==> config.mk <==
export PLATFORM = sky130hd
export DESIGN_NAME = wildcard_pattern_matcher_unit_flat
export DESIGN_NICKNAME = d
export VERILOG_FILES = /design/src/wpm_pkg.sv /design/src/wpm_in_if.sv /design/src/wpm_out_if.sv /design/src/wpm_cfg_if.sv /design/src/wpm_cell.sv /design/src/wpm_closure.sv /design/src/wildcard_pattern_matcher_unit.sv /design/src/flat_wrapper.sv
export VERILOG_INCLUDE_DIRS = /design/src /design/src/src
export SDC_FILE = /design/constraint.sdc
export NUM_CORES = 1
export LEC_CHECK = 0
export BUFFER_PORTS_ARGS = -buffer_cell sky130_fd_sc_hd__clkbuf_2
export CORE_MARGIN = 2
export CORE_UTILIZATION = 45
export CTS_BUF_LIST = sky130_fd_sc_hd__clkbuf_16
export CTS_CLUSTER_DIAMETER = 40
export DETAILED_ROUTE_END_ITERATION = 16
export PLACE_DENSITY = 0.71
export SYNTH_ARGS = -nofsm -noshare
export SYNTH_HDL_FRONTEND = slang
export SYNTH_SLANG_ARGS = --single-unit
==> constraint.sdc <==
create_clock -name clk -period 5.1 [get_ports clk]
set_input_delay 0.255 -clock clk [delete_from_list [all_inputs] [get_ports clk]]
set_output_delay 0.255 -clock clk [all_outputs]
set_load 0.01 [all_outputs]
==> src/wildcard_pattern_matcher_unit_assert.svh <==
// ----------------------------------------------------------------------------
// wildcard pattern matcher assertion macros
// concurrent checks clocked on clk, disabled during reset
// ----------------------------------------------------------------------------
`ifndef WILDCARD_PATTERN_MATCHER_UNIT_ASSERT_SVH
`define WILDCARD_PATTERN_MATCHER_UNIT_ASSERT_SVH

// same-cycle implication
`define WPM_ASSERT_NOW(label, ante, cons) \
	label: assert property (@(posedge clk) disable iff (!arst_n) (ante) |-> (cons)) \
		else $error("wpm check failed");

// next-cycle implication
`define WPM_ASSERT_NEXT(label, ante, cons) \
	label: assert property (@(posedge clk) disable iff (!arst_n) (ante) |=> (cons)) \
		else $error("wpm check failed");

`endif

==> src/wpm_pkg.sv <==
// ----------------------------------------------------------------------------
// wpm_pkg
// shared types, widths and character codes of the wildcard pattern matcher
// ----------------------------------------------------------------------------
`default_nettype none

package wpm_pkg;

	localparam int MODE_W = 2;
	localparam int SYM_W  = 8;
	localparam int IDX_W  = 6;
	localparam int LEN_W  = 7;

	typedef enum logic [MODE_W-1:0] {
		MODE_PATTERN = 2'd0,
		MODE_TEXT    = 2'd1,
		MODE_END     = 2'd2
	} mode_t;

	localparam logic [SYM_W-1:0] CH_QMARK = 8'h3F;
	localparam logic [SYM_W-1:0] CH_LOW_A = 8'h61;
	localparam logic [SYM_W-1:0] CH_LOW_Z = 8'h7A;

	typedef struct packed {
		logic             text;
		logic             restart;
		logic             wr;
		logic [SYM_W-1:0] symbol;
	} cell_cmd_t;

	function automatic logic is_star(input logic [SYM_W-1:0] b);
		logic letter;
		letter = (b >= CH_LOW_A) && (b <= CH_LOW_Z);
		return !letter && (b != CH_QMARK);
	endfunction

endpackage

`default_nettype wire

==> src/wpm_in_if.sv <==
// ----------------------------------------------------------------------------
// wpm_in_if
// input beat channel: pattern writes, text bytes and end of text
// ----------------------------------------------------------------------------
`default_nettype none

interface wpm_in_if;
	logic                      valid;
	logic                      ready;
	logic [wpm_pkg::MODE_W-1:0] mode;
	logic [wpm_pkg::SYM_W-1:0]  symbol;
	logic [wpm_pkg::IDX_W-1:0]  pattern_index;

	modport source (output valid, mode, symbol, pattern_index, input ready);
	modport sink   (input valid, mode, symbol, pattern_index, output ready);
endinterface

`default_nettype wire

==> src/wpm_out_if.sv <==
// ----------------------------------------------------------------------------
// wpm_out_if
// result beat channel: match flag at end of text
// ----------------------------------------------------------------------------
`default_nettype none

interface wpm_out_if;
	logic valid;
	logic ready;
	logic matched;

	modport source (output valid, matched, input ready);
	modport sink   (input valid, matched, output ready);
endinterface

`default_nettype wire

==> src/wpm_cfg_if.sv <==
// ----------------------------------------------------------------------------
// wpm_cfg_if
// configuration write channel for the pattern length register
// ----------------------------------------------------------------------------
`default_nettype none

interface wpm_cfg_if;
	logic                      valid;
	logic                      ready;
	logic [wpm_pkg::LEN_W-1:0] pattern_length;

	modport source (output valid, pattern_length, input ready);
	modport sink   (input valid, pattern_length, output ready);
endinterface

`default_nettype wire

==> src/wpm_cell.sv <==
// ----------------------------------------------------------------------------
// wpm_cell
// one pattern position: stored byte, active bit, advance to the next cell
// ----------------------------------------------------------------------------
`default_nettype none

module wpm_cell #(
	parameter bit RESET_ACTIVE = 1'b0
) (
	input  wire                 clk,
	input  wire                 arst_n,
	input  wire wpm_pkg::cell_cmd_t cmd,
	input  wire                 wr_sel,
	input  wire                 closed,
	input  wire                 in_len,
	input  wire                 adv_in,
	output logic                adv_out,
	output logic                star,
	output logic                active
);

	logic [wpm_pkg::SYM_W-1:0] byte_q;
	logic                      active_q;
	logic                      live;
	logic                      keep;

	assign star    = wpm_pkg::is_star(byte_q);
	assign live    = closed && in_len;
	assign keep    = live && star;
	assign adv_out = live && !star && ((byte_q == wpm_pkg::CH_QMARK) || (byte_q == cmd.symbol));
	assign active  = active_q;

	always_ff @(posedge clk) begin
		if (cmd.wr && wr_sel) begin
			byte_q <= cmd.symbol;
		end
	end

	always_ff @(posedge clk or negedge arst_n) begin
		if (!arst_n) begin
			active_q <= RESET_ACTIVE;
		end else if (cmd.restart) begin
			active_q <= RESET_ACTIVE;
		end else if (cmd.text) begin
			active_q <= keep || adv_in;
		end
	end

endmodule

`default_nettype wire

==> src/wpm_closure.sv <==
// ----------------------------------------------------------------------------
// wpm_closure
// star closure over the active set as one carry chain
// ----------------------------------------------------------------------------
`default_nettype none

module wpm_closure #(
	parameter int MAX_PATTERN = 64
) (
	input  wire  [MAX_PATTERN:0]   active,
	input  wire  [MAX_PATTERN-1:0] star,
	input  wire  [MAX_PATTERN-1:0] in_len,
	output logic [MAX_PATTERN:0]   closed
);

	logic [MAX_PATTERN:0] prop;
	logic [MAX_PATTERN:0] gen;
	logic [MAX_PATTERN:0] sum;
	logic [MAX_PATTERN:0] carry;

	// carry into position i+1 = star(i) & in_len(i) & (active(i) | carry(i))
	assign prop   = {1'b0, star & in_len};
	assign gen    = active & prop;
	assign sum    = prop + gen;
	assign carry  = sum ^ prop ^ gen;
	assign closed = active | carry;

endmodule

`default_nettype wire

==> src/wildcard_pattern_matcher_unit.sv <==
// an end-of-text result is registered in the output register, or in skid while that waits
// throughput: one beat per cycle if skid is empty; the full-row carry chain sets the cycle
// pattern, text and end beats all update the cell row in the cycle they are accepted
// a two-entry output buffer keeps input flowing while one result waits
// reset: active set holds position zero only, length is zero, pattern bytes undefined
// ----------------------------------------------------------------------------
// wildcard_pattern_matcher_unit
// streams text bytes through a row of pattern cells and reports a match at end of text
// ----------------------------------------------------------------------------
`default_nettype none

`include "wildcard_pattern_matcher_unit_assert.svh"

module wildcard_pattern_matcher_unit #(
	parameter int MAX_PATTERN = 64
) (
	input  wire         clk,
	input  wire         arst_n,
	wpm_cfg_if.sink     cfg,
	wpm_in_if.sink      item,
	wpm_out_if.source   result
);

	logic [wpm_pkg::LEN_W-1:0] len_q;
	logic                      act_end_q;
	logic                      out_v_q;
	logic                      out_d_q;
	logic                      skid_v_q;
	logic                      skid_d_q;

	logic                      acc;
	logic                      push;
	logic                      push_d;
	logic                      pop;
	wpm_pkg::cell_cmd_t        cmd;

	logic [MAX_PATTERN-1:0]    wr_sel;
	logic [MAX_PATTERN-1:0]    in_len;
	logic [MAX_PATTERN-1:0]    star;
	logic [MAX_PATTERN-1:0]    cell_act;
	logic [MAX_PATTERN:0]      le_mask;
	logic [MAX_PATTERN:0]      at_end;
	logic [MAX_PATTERN:0]      act_vec;
	logic [MAX_PATTERN:0]      closed;
	logic [MAX_PATTERN:0]      adv;

	assign cfg.ready  = 1'b1;
	assign item.ready = !skid_v_q;
	assign acc        = item.valid && item.ready;
	assign pop        = out_v_q && result.ready;

	assign cmd.text    = acc && (item.mode == wpm_pkg::MODE_TEXT);
	assign cmd.restart = acc && (item.mode == wpm_pkg::MODE_END);
	assign cmd.wr      = acc && (item.mode == wpm_pkg::MODE_PATTERN);
	assign cmd.symbol  = item.symbol;

	// write select against the pattern index, position masks against the current length
	for (genvar i = 0; i < MAX_PATTERN; i++) begin : g_mask
		assign wr_sel[i] = 32'(item.pattern_index) == 32'(i);
		assign in_len[i] = 32'(len_q) > 32'(i);
		assign le_mask[i] = 32'(len_q) >= 32'(i);
		assign at_end[i] = 32'(len_q) == 32'(i);
	end
	assign le_mask[MAX_PATTERN] = 32'(len_q) >= 32'(MAX_PATTERN);
	assign at_end[MAX_PATTERN]  = 32'(len_q) >= 32'(MAX_PATTERN);

	assign act_vec = {act_end_q, cell_act};
	assign adv[0]  = 1'b0;

	for (genvar i = 0; i < MAX_PATTERN; i++) begin : g_cell
		wpm_cell #(
			.RESET_ACTIVE(i == 0)
		) u_cell (
			.clk     (clk),
			.arst_n  (arst_n),
			.cmd     (cmd),
			.wr_sel  (wr_sel[i]),
			.closed  (closed[i]),
			.in_len  (in_len[i]),
			.adv_in  (adv[i]),
			.adv_out (adv[i+1]),
			.star    (star[i]),
			.active  (cell_act[i])
		);
	end

	wpm_closure #(
		.MAX_PATTERN(MAX_PATTERN)
	) u_closure (
		.active (act_vec & le_mask),
		.star   (star),
		.in_len (in_len),
		.closed (closed)
	);

	assign push   = cmd.restart;
	assign push_d = |(closed & at_end);

	always_ff @(posedge clk or negedge arst_n) begin
		if (!arst_n) begin
			len_q     <= '0;
			act_end_q <= 1'b0;
		end else begin
			if (cfg.valid && cfg.ready) begin
				len_q <= cfg.pattern_length;
			end
			if (cmd.restart) begin
				act_end_q <= 1'b0;
			end else if (cmd.text) begin
				act_end_q <= adv[MAX_PATTERN];
			end
		end
	end

	// output register with one skid entry
	always_ff @(posedge clk or negedge arst_n) begin
		if (!arst_n) begin
			out_v_q  <= 1'b0;
			skid_v_q <= 1'b0;
		end else if (!out_v_q || pop) begin
			if (skid_v_q) begin
				out_v_q  <= 1'b1;
				skid_v_q <= 1'b0;
			end else begin
				out_v_q <= push;
			end
		end else if (push) begin
			skid_v_q <= 1'b1;
		end
	end

	always_ff @(posedge clk) begin
		if (!out_v_q || pop) begin
			out_d_q <= skid_v_q ? skid_d_q : push_d;
		end else if (push) begin
			skid_d_q <= push_d;
		end
	end

	assign result.valid   = out_v_q;
	assign result.matched = out_d_q;

	`WPM_ASSERT_NOW(a_skid_behind_out, skid_v_q, out_v_q)
	`WPM_ASSERT_NEXT(a_end_gives_result, push, out_v_q)
	`WPM_ASSERT_NEXT(a_end_restarts_set, cmd.restart, act_vec == (MAX_PATTERN+1)'(1))
	`WPM_ASSERT_NEXT(a_text_within_len, cmd.text, (act_vec & ~$past(le_mask)) == '0)

endmodule

`default_nettype wire
==> src/flat_wrapper.sv <==
// flat-port wrapper written by rule: the top's interface ports become plain ports
module wildcard_pattern_matcher_unit_flat 
#(
	parameter int MAX_PATTERN = 64
)
  (clk, arst_n, cfg_valid, cfg_pattern_length, cfg_ready, item_valid, item_mode, item_symbol, item_pattern_index, item_ready, result_valid, result_matched, result_ready);
  wpm_cfg_if cfg_i ();
  wpm_in_if item_i ();
  wpm_out_if result_i ();
  input  wire clk;
  input  wire arst_n;
  input wire logic [$bits(cfg_i.valid)-1:0] cfg_valid;
  input wire logic [$bits(cfg_i.pattern_length)-1:0] cfg_pattern_length;
  output wire logic [$bits(cfg_i.ready)-1:0] cfg_ready;
  input wire logic [$bits(item_i.valid)-1:0] item_valid;
  input wire logic [$bits(item_i.mode)-1:0] item_mode;
  input wire logic [$bits(item_i.symbol)-1:0] item_symbol;
  input wire logic [$bits(item_i.pattern_index)-1:0] item_pattern_index;
  output wire logic [$bits(item_i.ready)-1:0] item_ready;
  output wire logic [$bits(result_i.valid)-1:0] result_valid;
  output wire logic [$bits(result_i.matched)-1:0] result_matched;
  input wire logic [$bits(result_i.ready)-1:0] result_ready;
  assign cfg_i.valid = cfg_valid;
  assign cfg_i.pattern_length = cfg_pattern_length;
  assign cfg_ready = cfg_i.ready;
  assign item_i.valid = item_valid;
  assign item_i.mode = item_mode;
  assign item_i.symbol = item_symbol;
  assign item_i.pattern_index = item_pattern_index;
  assign item_ready = item_i.ready;
  assign result_valid = result_i.valid;
  assign result_matched = result_i.matched;
  assign result_i.ready = result_ready;
  wildcard_pattern_matcher_unit #(.MAX_PATTERN(MAX_PATTERN)) u_core (.clk(clk), .arst_n(arst_n), .cfg(cfg_i), .item(item_i), .result(result_i));
endmodule
Yosys cells after proc, flatten, opt, wreduce, memory -nomap -nowiden
Index checks and enable logic that the tools add are counted.

storage, ports and cells
  register bits after elaboration = 588
  input bits = 28
  output and inout bits = 4

cells by class
  add/subtract/negate cells = 1
  $lt $le $gt $ge = 256
  eq/ne operators = 320
  multiplexer cells = 134
  bitwise gates (word level) = 8
  reduce and logical (&&, ||, !) cells = 718

operators by type and width
  operator                                                                              count
  8-bit by 6-bit equality test with 1-bit output (second input constant)                64
  8-bit equality test                                                                   64
  8-bit by 7-bit greater-or-equal comparator with 1-bit output (second input constant)  64
  8-bit by 7-bit less-or-equal comparator with 1-bit output (second input constant)     64
  8-bit by 6-bit != test with 1-bit output (second input constant)                      64
  1-bit logical AND                                                                     453
  7-bit by 6-bit equality test with 1-bit output (second input constant)                32
  7-bit by 6-bit greater-or-equal comparator with 1-bit output (second input constant)  32
  7-bit by 6-bit greater-than comparator with 1-bit output (second input constant)      32
  6-bit equality test (second input constant)                                           32
  1-bit 2-to-1 mux                                                                      134
  65-bit AND                                                                            2
  1-bit logical NOT                                                                     130
  1-bit logical OR                                                                      128
  7-bit by 5-bit equality test with 1-bit output (second input constant)                16
  7-bit by 5-bit greater-or-equal comparator with 1-bit output (second input constant)  16
  7-bit by 5-bit greater-than comparator with 1-bit output (second input constant)      16
  6-bit by 5-bit equality test with 1-bit output (second input constant)                16
  64-bit by 65-bit adder with 65-bit output                                             1
  65-bit by 64-bit AND with 65-bit output                                               1
  65-bit OR                                                                             1
  65-bit OR reduction                                                                   1
  65-bit by 64-bit bitwise XOR with 65-bit output                                       1
  65-bit bitwise XOR                                                                    1
  other kinds (26)                                                                      72

Logic depth before layout (Yosys ltp)
Gate-level depths: netlist of run 1.

  depth in word-level cells = 16
  gate-level depth with buffers = 20

By module
From an unflattened synthesis of run 1, not the netlist that was laid out.

unflattened totals
  cells, all modules = 3,511
  area, all modules = 36,518.8 µm²

by module, submodules not included
  module                                   times used  cells each  area each (µm²)
  wpm_cell (u_core.g_cell[10].u_cell ...)  63          39          478.0
  wpm_closure                              1           575         3,270.6
  wildcard_pattern_matcher_unit            1           443         2,668.8
  wpm_cell (u_core.g_cell[0].u_cell)       1           36          467.9

Worst setup path after synthesis of run 1
No wires, ideal clock.

  kind = reg-to-reg
  start = reg u_core.len_q[2] (netlist bit)
  end = reg u_core.out_d_q, in the netlist u_core.result.matched, data pin
  arrival = 4.005 ns
  required time = 4.834 ns
  slack = 0.829 ns
  stages on the path, launching flop included = 18
  buffers on the path = 2
  cell sequence = dfrtp_1 -> buf_6 -> or4_4 -> nor2_4 -> or2_2 -> nor3_2 -> a311oi_4 -> nor4_1 -> or3_1 -> buf_2 -> a31o_4 -> o41ai_4 -> o22ai_2 -> or3_4 -> nor3b_1 -> o31a_1 -> nor2_1 -> a31oi_1

between the ends
  longest elaborated chain between the ends = 10
  elaborated cells between the ends (all ways) = 202

RTL lines
  what                                                                              line                                                    RTL
  start, declared                                                                   wildcard_pattern_matcher_unit.sv:24                     logic [wpm_pkg::LEN_W-1:0] len_q;
  start signal, assigned                                                            wildcard_pattern_matcher_unit.sv:105                    len_q <= cfg.pattern_length;
  7-bit by 1-bit greater-than comparator with 1-bit output (tied with other cells)  wildcard_pattern_matcher_unit.sv:60                     assign in_len[i] = 32'(len_q) > 32'(i);
  64-bit AND / 65-bit AND (equally long branches)                                   wpm_closure.sv:22, wildcard_pattern_matcher_unit.sv:90
  65-bit by 64-bit AND with 65-bit output                                           wpm_closure.sv:23                                       assign gen = active & prop;
  64-bit by 65-bit adder with 65-bit output                                         wpm_closure.sv:24                                       assign sum = prop + gen;
  65-bit by 64-bit bitwise XOR with 65-bit output                                   wpm_closure.sv:25                                       assign carry = sum ^ prop ^ gen;
  65-bit bitwise XOR                                                                wpm_closure.sv:25
  65-bit OR                                                                         wpm_closure.sv:26                                       assign closed = active | carry;
  65-bit AND (*)                                                                    wildcard_pattern_matcher_unit.sv:97                     assign push_d = |(closed & at_end);
  65-bit OR reduction (*)                                                           wildcard_pattern_matcher_unit.sv:97
  1-bit 2-to-1 mux (*)                                                              wildcard_pattern_matcher_unit.sv:134                    out_d_q <= skid_v_q ? skid_d_q : push_d;
  end signal, assigned                                                              wildcard_pattern_matcher_unit.sv:134
  end, declared                                                                     wildcard_pattern_matcher_unit.sv:27                     logic out_d_q;

Mark *: on every way between the ends. The rest lies on a longest branch, timed or not.
A chain may end at the register's enable or synchronous reset.

Final worst setup path of run 1
  start = reg u_core.g_cell[11].u_cell.byte_q[2] (netlist bit)
  end = reg u_core.out_d_q, in the netlist u_core.result.matched, data pin

between the ends
  longest elaborated chain between the ends = 13
  elaborated cells between the ends (all ways) = 15

RTL lines
  what                                                                                                                                              line                                  RTL
  start, declared                                                                                                                                   wpm_cell.sv:22                        logic [wpm_pkg::SYM_W-1:0] byte_q;
  start signal, assigned                                                                                                                            wpm_cell.sv:35                        byte_q <= cmd.symbol;
  8-bit by 7-bit greater-or-equal comparator with 1-bit output / 8-bit by 7-bit less-or-equal comparator with 1-bit output (equally long branches)  wpm_pkg.sv:33                         letter = (b >= CH_LOW_A) && (b <= CH_LOW_Z);
  1-bit logical AND                                                                                                                                 wpm_pkg.sv:33
  1-bit logical NOT                                                                                                                                 wpm_pkg.sv:34                         return !letter && (b != CH_QMARK);
  1-bit logical AND (*)                                                                                                                             wpm_pkg.sv:34
  64-bit AND (*)                                                                                                                                    wpm_closure.sv:22                     assign prop = {1'b0, star & in_len};
  65-bit by 64-bit AND with 65-bit output                                                                                                           wpm_closure.sv:23
  64-bit by 65-bit adder with 65-bit output                                                                                                         wpm_closure.sv:24
  65-bit by 64-bit bitwise XOR with 65-bit output                                                                                                   wpm_closure.sv:25
  65-bit bitwise XOR (*)                                                                                                                            wpm_closure.sv:25
  65-bit OR (*)                                                                                                                                     wpm_closure.sv:26
  65-bit AND (*)                                                                                                                                    wildcard_pattern_matcher_unit.sv:97
  65-bit OR reduction (*)                                                                                                                           wildcard_pattern_matcher_unit.sv:97
  1-bit 2-to-1 mux (*)                                                                                                                              wildcard_pattern_matcher_unit.sv:134

Marked as above.

==> metrics.txt, run 1 <==
Slew Limit Headroom about 18%; delay-heaviest family, CP compound AO/OA/AOI/OAI gates; final core utilization a little under three fifths; H-tree level count 3; Slew @ Worst Pin 1230 ps; PortBufs 30; endpoints failing setup 0; TNS Setup 0 ps; layout cell share with drive strength beyond 1 19.7%; Bufs and invs on worst path 4; DIE WIDTH 287 microns; Pwr Density 347 nW/um^2; Final ANT Viol Nets 0; routability cong. between 1 and 1.5; largest net degree at the start of global routing 72; # IOs 32; Avg Cell Area, Syn 10.2 sq um; initial antenna violation count 7; Rows 103; clock-pin slew on the worst setup and hold paths 50 ps; Pre-antenna DRT Iters 7; Root Driver clkbuf_16; syn nets 3541; total vias in the final route between 30000 and 40000; endpoint type of the worst setup path flip-flop; Fin Clk Skew 34.7 ps; YS warnings 0; Layout Cells excl Fill 5167; CP required approximately 5600 ps; Final nets 4066; M3 GR Usage 9.31%; fin. max-slew vios 0; Slowest cell on crit path or4_1; CTS tree done; Distinct cells, synth 108; DR WL/cell 26.6 microns; outcome finished, final reports clean; core area 79000 sq um; register area share after synthesis 48.1%; crit-path most repeated cell buf_4; highest cell delay on the worst timing path around 540 ps; initial core utilization a little under half; flop and latch count out of synthesis 588; Die Height 287 microns; crit-path max FO 5; met2 usage 49.1%; critical-path cell list or4_1 -> o22ai_1 -> o21ai_2 -> buf_4 -> o21bai_1 -> a21boi_0 -> buf_4 -> o32a_1 -> o21ai_1 -> a21o_1 -> a21oi_1 -> o21bai_2 -> buf_4 -> buf_4 -> nand2b_1 -> o311ai_0 -> or4_1 -> and4bb_1 -> a31oi_1; vias in the first global route 31200; die area around 80000 sq um; fin crit period slightly above 5000 ps; Sink Count 588; DP HPWL 104000 microns; global route hottest layer met2; DRT iter0 DRCs 4003; total power 15.3 mW; Post-synth EDFFs just over 500; global routing usage on met1 43.8%; synthesized area 35900 sq um; fillers 6720; Leak 15.5 nW; hold crit path type in -> reg; total global routing overflow 0; Via-to-Cell Ratio between 6 and 7; fmax slightly below 0.2 GHz; Longest Clk Path Bufs 3; Routed WL 137000 microns; fin crit share 99.4%; final hold vios 0; worst skew pair latency 660 ps; Global Route Usage Sum 32.8%; arrival time worst endpoint 5560 ps; prevailing post-synth register cell edfxtp_1; Layout area overhead 23.0%; drt drc 0; ys async rst share 12.6%; max cap viols 0; startpoint types flip-flop; Worst Path Class, Setup reg -> reg; peak supply drop between 0.3 and 0.4 mV; TritonCTS Buffers 89; first-pass GRT wire length 201000 microns; Syn Inst Count 3513; dpl cells between 4000 and 5000
[synthesized netlist by cell type (82+ instances only)]
library cell | count | area (sq um)
o21ai_0 | 148 | 741
xnor2_1 | 335 | 2930
nor4_1 | 104 | 651
or4_1 | 82 | 616
xor2_1 | 165 | 1450
a21oi_1 | 173 | 866
nand2_1 | 291 | 1090
inv_1 | 94 | 353
edfxtp_1 | 514 | 15400
nand4_1 | 132 | 826
nor2_1 | 248 | 931
nand3_1 | 89 | 445
[path summary, 6_finish.rpt]
path	startpoint	endpoint	slack, ps	cells after the start
worst min-delay path	result_ready	u_core.skid_v_q	40	3
max in group asynchronous	arst_n	u_core.g_cell[42].u_cell.active	3780	3
worst max-delay path	u_core.g_cell[11].u_cell.byte_q[2]	u_core.result.matched	30	19
min in group asynchronous	arst_n	u_core.result.valid	90	2
worst max register to register	u_core.g_cell[11].u_cell.byte_q[2]	u_core.result.matched	30	19
worst min register to register	u_core.act_end_q	u_core.act_end_q	480	2
[power breakdown]
| group | total [mW] | switching [mW] | internal [mW] |
|---|---|---|---|
| Combinational | 3.95 | 2.41 | 1.54 |
| Clock | 5.86 | 2.35 | 3.51 |
| Sequential | 5.54 | 0.201 | 5.34 |
| Total | 15.3 | 4.96 | 10.4 |
[tightest hold or removal path: cells and delay by family]
family,cells,cell delay [ps]
buf+inv,1,70
simple gates,2,320
[layout make-up]
type                    instances  area (sq um)  area share, %
diodes                          5          12.5         0.0283
clock buffers                  91          2280           5.15
clock inverters                74           617           1.40
inverters                      96           360          0.815
multi-input cells            2701         17900           40.5
flip-flops and latches        588         17300           39.1
well taps                    1050          1310           2.97
repair buffers                562          4420           10.0
[routing by layer]
| layer | vias up | share of wire (%) |
|---|---|---|
| met5 | - | 0.067 |
| met4 | 12 | 5.0 |
| met3 | 392 | 11 |
| met2 | 1894 | 43 |
| met1 | 16100 | 41 |
| li1 | 14700 | - |
[registers in the layout, indices dropped and copies added (netlist names)]
| name | count |
|---|---|
| u_core.g_cell.u_cell.byte_q | 512 |
| u_core.g_cell.u_cell.active | 64 |
| u_core.result.matched | 1 |
| u_core.result.valid | 1 |
| u_core.skid_d_q | 1 |
| u_core.skid_v_q | 1 |
| u_core.act_end_q | 1 |
| u_core.len_q | 7 |
[through the flow]
step	setup slack, ps	instance area, sq um	hold slack [ps]
after CTS	5.05	44000	11.5
after global placement	-264	41000	214
final	30.9	44200	39.1
after floorplan	829	35900	-40.6
after detailed placement	-182	41000	212
after global routing	-7.53	44200	58.1
[cells by family after synthesis]
logic type | synth area share [%]
compound gates | 16.5
xor+xnor | 12.2
buf+inv | 2.65
flops | 48.1
mux | 0.125
other cells | 0.0104
simple gates | 20.4
[cell usage in the layout (no fill, tap or decap), types with 20 or more instances in the layout]
| cell | netlist | layout |
|---|---|---|
| a21o_1 | 25 | 24 |
| a21oi_1 | 173 | 173 |
| a22o_1 | 29 | 29 |
| a31oi_1 | 57 | 53 |
| and2_1 | 29 | 28 |
| and4b_1 | 34 | 33 |
| buf_4 | 8 | 507 |
| clkbuf_16 | 0 | 91 |
| clkbuf_2 | 1 | 21 |
| dfrtp_1 | 73 | 69 |
| edfxtp_1 | 514 | 514 |
| inv_1 | 94 | 103 |
| nand2_1 | 291 | 289 |
| nand2b_1 | 30 | 30 |
| nand3_1 | 89 | 89 |
| nand3b_1 | 29 | 29 |
| nand4_1 | 132 | 132 |
| nand4b_1 | 40 | 40 |
| nor2_1 | 248 | 247 |
| nor2b_1 | 31 | 30 |
| nor3_1 | 76 | 75 |
| nor4_1 | 104 | 96 |
| o2111ai_1 | 32 | 32 |
| o211ai_1 | 66 | 66 |
| o21a_1 | 20 | 20 |
| o21ai_0 | 148 | 142 |
| o22ai_1 | 46 | 46 |
| o31ai_1 | 32 | 30 |
| or3_1 | 23 | 23 |
| or4_1 | 82 | 82 |
| xnor2_1 | 335 | 335 |
| xor2_1 | 165 | 165 |
[repair_timing]
action | 4_1_cts | 5_1_grt
hold buffers | 10 | 0
setup buffers | 0 | 3
endpoints found under the setup margin | 2 | 5
hold endpoints to repair | 34 | 0
resized for setup | 6 | 40
pin swaps | 1 | 9
Power figures use the tool's default switching activity.
==> inputs of run 2 (changes only) <==
Settings changed: ABC_AREA set to 1, CORE_UTILIZATION 45 to 50, PLACE_DENSITY 0.71 to 0.76, REMOVE_ABC_BUFFERS set to 1.
==> run 2 against run 1 <==
Compared with the run above: routed wire length fell by 5.1%; maximum frequency is 3.0% higher; critical path depth increased by 3; clock power increased by 9.4%; largest cell class unchanged; final cell count increased by 14%; area after synthesis increased by 3.6%; register-to-register slack improved by 150 ps; clock-buffer cell count is the same; hold slack better by 8.1 ps.
==> metrics.txt, run 2 <==
Via-to-Cell Ratio 5.79 (was 6.40); fin crit share 96.5% (was 99.4%); Post-synth EDFFs 514 (unchanged); startpoint types flip-flop (unchanged); share of the synthesized area in the top cell type 41.5% (was 43.0%); total global routing overflow 0 (unchanged); CP required 5490 ps (was 5590 ps); final core utilization 56.9% (was 55.9%); prevailing post-synth register cell edfxtp_1 (unchanged); initial core utilization 50.2% (was 45.5%); CTS tree done (unchanged); Avg Cell Area, Syn 7.88 sq um (was 10.2 sq um); Synth Area in Simple Gates 31.1% (was 20.4%); final hold vios 0 (unchanged); combinational family with the most area after synthesis simple AND/OR/NAND/NOR gates (unchanged); TNS Setup 0 ps (unchanged); DRT iter0 DRCs 4002 (was 4003); fin. max-slew vios 0 (unchanged); Top reg by flops u_core.g_cell.u_cell.byte_q (unchanged); DR WL/cell 22.2 microns (was 26.6 microns); arrival time worst endpoint 5310 ps (was 5560 ps); Reg area 17300 sq um (about the same); Slew Limit Headroom 21.5% (was 18.1%); Worst R2R End u_core.result.matched (unchanged); Fin Clk Skew 24.3 ps (was 34.7 ps); peak supply drop 0.314 mV (was 0.328 mV); max cap viols 0 (unchanged); Distinct cells, synth 62 (was 108); fillers 6626 (was 6720); Final Cell Area 42200 sq um (was 44200 sq um); YS warnings 0 (unchanged); Worst Path Class, Setup reg -> reg (unchanged); endpoints failing setup 0 (unchanged); outcome finished, final reports clean (unchanged); Yosys top cell by area edfxtp_1 (unchanged); multiplexer share of the synthesized area 0% (was 0.125%); PortBufs 30 (unchanged); reg2reg path depth 22 (was 19); most common library cells after synthesis nand2_1, inv_1, nor2_1, edfxtp_1, nand3_1 (was edfxtp_1, xnor2_1, nand2_1, nor2_1, a21oi_1); clock-pin slew on the worst setup and hold paths 60 ps (was 50 ps); Slew @ Worst Pin 1160 ps (was 1230 ps); hold crit path type in -> reg (unchanged); post-synthesis compound-gate area fraction 5.81% (was 16.5%); # IOs 32 (unchanged); area of the multi-input gates 17400 sq um (was 17900 sq um); WHS Endpoint u_core.g_cell[48].u_cell.byte_q[2] (was u_core.skid_v_q); H-tree level count 3 (unchanged); hold_sp item_symbol[2] (was result_ready); Sink Count 588 (unchanged); post-synthesis xor/xnor area fraction 9.67% (was 12.2%); total vias in the final route 34100 (was 33100); drt drc 0 (unchanged); first-pass GRT wire length 195000 microns (was 201000 microns); largest net degree at the start of global routing 71 (was 72); fmax 0.203 GHz (was 0.197 GHz); synthesized area 37200 sq um (was 35900 sq um); reg2reg start u_core.len_q[0] (was u_core.g_cell[11].u_cell.byte_q[2]); routability cong. 1.10 (was 1.17); register area share after synthesis 46.5% (was 48.1%); Area after DPL 38900 sq um (was 41000 sq um); Rows 100 (was 103); core area 74100 sq um (was 79000 sq um); Layout area overhead 13.3% (was 23.0%); most frequent cell after synthesis nand2_1 (was edfxtp_1); R2R setup slack 180 ps (was 30 ps); total power 14.6 mW (was 15.3 mW); initial antenna violation count 8 (was 7); number of cells on the worst hold path 1 (was 3); dpl cells 5706 (was 4984); Leak 18.0 nW (was 15.5 nW); max FFs per register 512 (unchanged); adder-cell share of the synthesized area 0% (unchanged); Routed WL 130000 microns (was 137000 microns); Pwr Density 347 nW/um^2 (about the same); layout cell share with drive strength beyond 1 6.49% (was 19.7%); Layout Cells excl Fill 5888 (was 5167); most frequent cells in the layout nand2_1, inv_1, nor2_1, edfxtp_1, nand3_1 (was edfxtp_1, buf_4, xnor2_1, nand2_1, nor2_1); ys async rst share 12.6% (unchanged); worst skew pair latency 650 ps (was 660 ps); crit-path max FO 8 (was 5); Final ANT Viol Nets 0 (unchanged); Die Height 277 microns (was 287 microns); die area 76600 sq um (was 82100 sq um); Synth area leaders edfxtp_1, nand2_1, inv_1 (was edfxtp_1, xnor2_1, dfrtp_1); endpoint type of the worst setup path flip-flop (unchanged); TritonCTS Buffers 89 (unchanged); Final nets 4864 (was 4066); flop and latch count out of synthesis 588 (unchanged); fin crit period 4920 ps (was 5070 ps); RSZ-0062 raised after global routing no; vias in the first global route 32200 (was 31200); Syn Inst Count 4722 (was 3513); DP HPWL 97100 microns (was 104000 microns); Pre-antenna DRT Iters 8 (was 7); Root Driver clkbuf_16 (unchanged); Longest Clk Path Bufs 3 (unchanged); Global Route Usage Sum 33.7% (was 32.8%); DIE WIDTH 277 microns (was 287 microns); commonest non-fill, non-tap cell in the layout nand2_1 (was edfxtp_1)
run 2: changes by cell type after synthesis, moves of 45 or more:
cell and delta:
nor2_1 +325, nand3_1 +196, nand3b_1 +45, inv_1 +481
nand2_1 +1025, nor4_1 -63, o211ai_1 -62, nand4_1 +60
xnor2_1 -112, a21oi_1 -64, or4_1 -80, nor3_1 +51
run 2: layer usage:
metal | vias to the layer above | global-route usage [%] | share of wire (%)
li1 | 15900 | - | -
met1 | 16000 | 47.2 | 42
met2 | 1801 | 50.7 | 43
met3 | 311 | 6.97 | 11
met4 | 2 | 14.8 | 4.4
met5 | - | 0 | 0.0061
run 2: what timing repair did:
item                                   in CTS  in global routing
setup buffers                               0                  0
gates resized for setup                     0                  1
endpoints found under the hold margin      52                  0
hold buffers                                8                  0
setup endpoints to repair                   0                  1
run 2: stage by stage:
step | hold WS (ps) | setup WS, ps
final | 47.2 | 181
after global routing | 50.3 | 158
after CTS | 11.2 | 234
after detailed placement | 264 | 254
after global placement | 260 | 183
after floorplan | -40.6 | 1920
run 2: layout make-up:
class	count	share of cell area (%)
Tap cell	969	2.87
Sequential cell	588	41.0
Clock buffer	91	5.40
Inverter	592	5.27
Multi-Input combinational cell	3454	41.2
Antenna cell	7	0.0415
Clock inverter	76	2.14
Timing Repair Buffer	111	2.12
run 2: worst max-delay path: stages, from the launching register on:
cell,delay [ps]
dfrtp_1,440
inv_1,190
nand2_1,280
nor2_2,380
nand3_1,340
nand2_1,210
nor2_1,90
nand3_1,110
inv_1,70
nand2_1,150
nor2_2,100
nand2_1,270
inv_1,70
a21oi_1,530
nand3_1,280
nand2_1,120
nand2_1,50
nor2_1,100
nand2_1,110
nor3_1,370
nand4_1,250
nand2_1,110
nand2_1,50
run 2: report_power, final:
group          internal [mW]  total (mW)  leakage (nW)  switching (mW)
clock                   3.96        6.41          1.57            2.45
combinational          0.692        2.80          10.8            2.11
sequential              5.33        5.42          5.62          0.0850
run 2: worst max-delay path by stage:
stage | start | to | slack (ps) | cells after the start
2_1_floorplan | u_core.skid_v_q | u_core.g_cell[10].u_cell.active | 1920 | 6
6_report | u_core.len_q[0] | u_core.result.matched | 180 | 22
3_5_place_dp | u_core.len_q[0] | u_core.result.matched | 250 | 22
4_1_cts | u_core.len_q[0] | u_core.result.matched | 230 | 22
5_1_grt | u_core.len_q[0] | u_core.result.matched | 160 | 22
3_3_place_gp | u_core.len_q[0] | u_core.result.matched | 180 | 22
run 2: cell families (layout without fill, tap and decap cells):
family                    Yosys count  after routing
other                               1              8
buffers and inverters             680            870
DFF                               588            588
AOI/OAI and AO/OA                 377            377
and+or+nand+nor                  2665           2665
xor gates and xnor gates          411            411
